File: config.mk
export PLATFORM = sky130hd
export DESIGN_NAME = fstr_div
export DESIGN_NICKNAME = d
export VERILOG_FILES = /design/src/sv/fstr_div.sv
export SDC_FILE = /design/constraint.sdc
export NUM_CORES = 1
export LEC_CHECK = 0
export BUFFER_PORTS_ARGS = -buffer_cell sky130_fd_sc_hd__buf_2
export CAP_MARGIN = 20
export CORE_MARGIN = 1
export CORE_UTILIZATION = 50
export CTS_CLUSTER_SIZE = 25
export DETAILED_ROUTE_END_ITERATION = 12
export PLACE_DENSITY = 0.84
export SYNTH_ARGS = -nofsm -noshare
export SYNTH_HDL_FRONTEND = slang
export SYNTH_SLANG_ARGS = --single-unit
export TNS_END_PERCENT = 100
File: constraint.sdc
create_clock -name clk -period 3.4 [get_ports clk]
set_clock_uncertainty 0.2 [all_clocks]
set_input_delay 0.85 -clock clk [delete_from_list [all_inputs] [get_ports clk]]
set_output_delay 0.85 -clock clk [all_outputs]
set_load 0.02 [all_outputs]
File: src/sv/fstr_div.sv
// ============================================================================
// Flame subpixel tone-map resolve: bit-serial divider
// Restoring unsigned division, one quotient bit per cycle.
// ============================================================================
module fstr_div #(
    parameter int N_W = 48,
    parameter int D_W = 32
) (
    input  logic           clk,
    input  logic           rst_n,
    input  logic           start,
    input  logic [N_W-1:0] dividend,
    input  logic [D_W-1:0] divisor,
    output logic           done,
    output logic [N_W-1:0] quotient
);

    localparam int CW = $clog2(N_W + 1);

    logic [D_W-1:0] rem_reg;
    logic [N_W-1:0] quo_reg;
    logic [D_W-1:0] den_reg;
    logic [CW-1:0]  cnt_reg;
    logic           busy_reg;
    logic           done_reg;
    logic [D_W:0]   trial;
    logic [D_W:0]   trial_sub;
    logic           fits;

    always_comb
    begin
        trial     = {rem_reg, quo_reg[N_W-1]};
        fits      = trial >= {1'b0, den_reg};
        trial_sub = trial - {1'b0, den_reg};
    end

    always_ff @(posedge clk or negedge rst_n)
    begin
        if (!rst_n)
        begin
            busy_reg <= 1'b0;
            done_reg <= 1'b0;
            cnt_reg  <= '0;
        end
        else
        begin
            done_reg <= 1'b0;
            if (start)
            begin
                busy_reg <= 1'b1;
                cnt_reg  <= CW'(N_W);
            end
            else if (busy_reg)
            begin
                cnt_reg <= cnt_reg - 1'b1;
                if (cnt_reg == CW'(1))
                begin
                    busy_reg <= 1'b0;
                    done_reg <= 1'b1;
                end
            end
        end
    end

    always_ff @(posedge clk)
    begin
        if (start)
        begin
            rem_reg <= '0;
            quo_reg <= dividend;
            den_reg <= divisor;
        end
        else if (busy_reg)
        begin
            rem_reg <= fits ? trial_sub[D_W-1:0] : trial[D_W-1:0];
            quo_reg <= {quo_reg[N_W-2:0], fits};
        end
    end

    assign done     = done_reg;
    assign quotient = quo_reg;

endmodule
Yosys cells after proc, flatten, opt, wreduce, memory -nomap -nowiden:

Index checks and enable logic that the tools add are counted.

* output and inout port bits: 49
* logic and storage cells: 22
* input port bits: 83
* bits in registers: 120

* mux-type cells: 11
* reductions and logical operators: 1
* equality and inequality tests: 1
* $add $sub $neg: 2
* order comparisons: 1

Operator list (number)
* 48-bit 2-to-1 mux: 2
* 33-bit by 32-bit >= comparator with 1-bit output: 1
* 32-bit 2-to-1 mux: 1
* 32-bit subtractor: 1
* 6-bit 2-to-1 mux: 2
* 6-bit by 1-bit == test with 1-bit output (second input constant): 1
* 1-bit 2-to-1 mux: 6
* 6-bit by 1-bit subtractor with 6-bit output (second input constant): 1
* 2-bit nonzero test: 1

Longest topological paths before layout:

* word-level depth: 4
* mapped depth: 14
* mapped depth without buffers: 12

Worst setup path before layout:

OpenSTA, ideal clock, no wires.

* path type: input port to flip-flop
* start point: input start
* end point: register quo_reg[0] (netlist: quotient[0]), enable pin
* library setup time: 0.402 ns
* cell stages on the path: 4
* data arrival time: 2.454 ns
* path buffers: 2
* required time: 2.798 ns
* setup slack: 0.343 ns
* path through: clkbuf_1 > buf_1 > nor2_1 > inv_1

* longest elaborated chain between the ends: 1

RTL lines
* start: declaration: line 11 `input logic start,`
* 2-bit nonzero test (no source line)
* end signal: assignment: line 70 `quo_reg <= dividend;`
* end signal: assignment: line 76 `quo_reg <= {quo_reg[N_W-2:0], fits};`
* end: declaration: line 21 `logic [N_W-1:0] quo_reg;`

No other way between the ends.
A chain may end at the register's enable or synchronous reset.

Worst setup path in the final report:

* start point: register quo_reg[47] (netlist: quotient[47])
* end point: register rem_reg[20]

* longest elaborated chain between the ends: 2
* elaborated cells between the ends (all ways): 3
* those cells by class: 1 x add/sub; 1 x order compare; 1 x mux

RTL lines
* 32-bit subtractor or 33-bit by 32-bit >= comparator with 1-bit output (tied branches): line 34, 33
* 32-bit 2-to-1 mux (*): line 75 `rem_reg <= fits ? trial_sub[D_W-1:0] : trial[D_W-1:0];`
* end signal: assignment: line 75
* end: declaration: line 20 `logic [D_W-1:0] rem_reg;`

Mark *: on every way between the ends. The rest lies on a longest branch, timed or not.

==> flow_metrics.tcl <==
set metrics [dict create \
    dpl.cell_count 883 \
    wirelength_um 14600 \
    routabilityCongestion 0.892 \
    synth.avg_cell_area_um2 11.1 \
    start_kind "register" \
    syn_nets 715 \
    wire_per_inst_um 15.9 \
    synthFlopType "edfxtp_1" \
    finalSetupTns_ns 0 \
    drc 0 \
    final_common_cell "buf_2" \
    die_w_um 117 \
    die_area_um2 13700 \
    first_pass_iters 7 \
    clkLatencyLatePin_ns 0.42 \
    nFillCells 992 \
    hold_violations 0 \
    syn_inst 597 \
    worst_pin_slew_ns 0.709 \
    grt_usage 0.227 \
    grt_overflow_total 0 \
    fp-row-count 41 \
    relSlewSlack 0.527 \
    power-per-cell-area_nw_per_um2 771 \
    fmax_ghz 0.315 \
    cp.required_ns 3.54 \
    layout.nets 849 \
    crit_family "compound AO/OA/AOI/OAI gates" \
    vias 5078 \
    crit_buf_inv 1 \
    die-height_um 117 \
    worst_setup_path_end_kind "register" \
    cpMaxStageDelayCell "fa_1" \
    cts_tree "yes" \
    status "complete, no violations" \
    path_cells "inv_1 -> ha_1 -> fa_1 -> and2b_1 -> o2111ai_1 -> a21oi_2 -> o21bai_2 -> a311o_1 -> o31ai_2 -> xor2_1 -> mux2i_1 -> a211oi_2" \
    cts.clk_slew.worst_paths_ns 0.06 \
    area_delta_synth_final_pct 21.6 \
    initial_core_util 0.519 \
    postCtsHoldBufs 0 \
    crit_type "reg2reg" \
    drive_gt1_frac 0.309 \
    dp_hpwl_um 10500 \
    root_buffer "clkbuf_16" \
    ys_warn_count 0 \
    async_flop_share 0.0667 \
    crit_fanout 4 \
    largest_reg_flops 48 \
    hold_class "in2async" \
    slew_viol_final 0 \
    post-route-period-util 0.932 \
    numCtsBuffers 17 \
    area.sequential_um2 3240 \
    yosysUniqueCellTypes 57 \
    syn_area_um2 6620 \
    setup_violations 0 \
    grt_pass1_vias 5085 \
    final_cell_mix "buf_2 (130), edfxtp_1 (80), mux2_2 (48)" \
    synth_edf_count 80 \
    final_antenna_net_count 0 \
    maxCapViolCount 0 \
    grt_max_degree 58 \
    grt_pass1_wl_um 23700 \
    antenna_found_initial 0 \
    cts.htree.levels 4 \
    leakage_nw 3.53 \
    fin_util 0.631 \
    viasPerCell 5.54 \
    cts_buffer_depth 2 \
    synth-seq-cells 120 \
    pin_count 132 \
    drtIter0Drc 337 \
    period_needed_ns 3.17 \
    ys_seq_area_frac 0.490 \
    slowest_delay_ns 0.40 \
    final_cell_count_no_fill 916 \
    cp.arrival_ns 3.31 \
    grt_setup_unrepaired "false" \
    multi_input_area_um2 3070 \
    num_antenna_cells 0 \
    clock_sinks 120 \
    vdd_drop_max_mv 0.381 \
    core_area_um2 12800 \
    numPortBuffers 131 \
]
## per-stage QoR
| stage | area (µm²) | power [mW] | setup slack [ns] | hold WS [ns] |
|---|---|---|---|---|
| 2_1_floorplan | 6620 | 3.90 | 0.343 | 0.263 |
| 3_3_place_gp | 7430 | 4.24 | 0.365 | 0.285 |
| 3_5_place_dp | 7430 | 4.32 | 0.224 | 0.299 |
| 4_1_cts | 8040 | 6.23 | 0.205 | 0.0501 |
| 5_1_grt | 8060 | 6.58 | 0.0117 | 0.0572 |
| 6_report | 8060 | 6.21 | 0.230 | 0.0643 |
## area by class of cell
cell class                 count  area share
timing repair buffer         142      0.0951
tap                          172      0.0267
clock buffer                  17      0.0528
inverter                      40      0.0186
clock inverter                15      0.0231
sequential                   120       0.403
multi-input combinational    410       0.381
## Yosys cell counts (4+ instances only)
cell      number  area [µm²]
a211o_1        5        43.8
a211oi_1      29         218
a21o_1         8        60.1
a21oi_1       33         165
a31oi_1        4        25.0
and3_1         4        25.0
and4_1         4        35.0
buf_1          6        22.5
clkbuf_1      13        48.8
dfrtp_1        8         200
dfxtp_1       32         641
edfxtp_1      80        2400
ha_1          34         425
inv_1         40         150
mux2_2        48         541
mux2i_1       23         230
nand2_1       36         135
nand2b_1       8        50.1
nand3_1        7        35.0
nand4_1        7        43.8
nor2_1        47         176
nor2b_1        7        43.8
nor3_1         9        45.0
nor3b_1        6        45.0
o21a_1         4        30.0
o21ai_0       16        80.1
o21ai_1        4        20.0
o21bai_1       7        52.6
xnor2_1       18         158
xor2_1        13         114
## kinds of logic after synthesis
kind of cell,after synthesis,synth area share
AO/OA/AOI/OAI,129,0.132
XOR/XNOR,31,0.0410
adder cells (fa/ha/maj),35,0.0672
buffers and inverters,67,0.0478
flip-flops,120,0.490
multiplexers,71,0.116
AND/OR/NAND/NOR,144,0.106
## worst paths after layout
path,start,to,slack (ns),cells past startpoint
worst max-delay path,quotient[47],rem_reg[20],0.23,12
worst min-delay path,rst_n,cnt_reg[1],0.06,1
worst max register to register,quotient[47],rem_reg[20],0.23,12
worst min register to register,rem_reg[14],rem_reg[14],0.30,2
max in group asynchronous,rst_n,busy_reg,2.76,1
min in group clk,rem_reg[14],rem_reg[14],0.30,2
## per-layer routing
metal,vias up,part of all wire,track usage
li1,2457,-,-
met1,2408,0.43,0.266
met2,186,0.48,0.383
met3,27,0.073,0.0757
met4,0,0.018,0.0954
met5,-,0,0
## power by group
| part | internal, mW | switching (mW) |
|---|---|---|
| clock network | 1.17 | 0.690 |
| logic | 1.02 | 1.28 |
| registers | 1.85 | 0.202 |
| total | 4.04 | 2.17 |
## what timing repair did
action | in CTS | in global routing
endpoints found under the setup margin | 0 | 2
gates resized for setup | 0 | 1
setup buffers | 0 | 1
No activity file was read; power rests on OpenSTA's default activity.
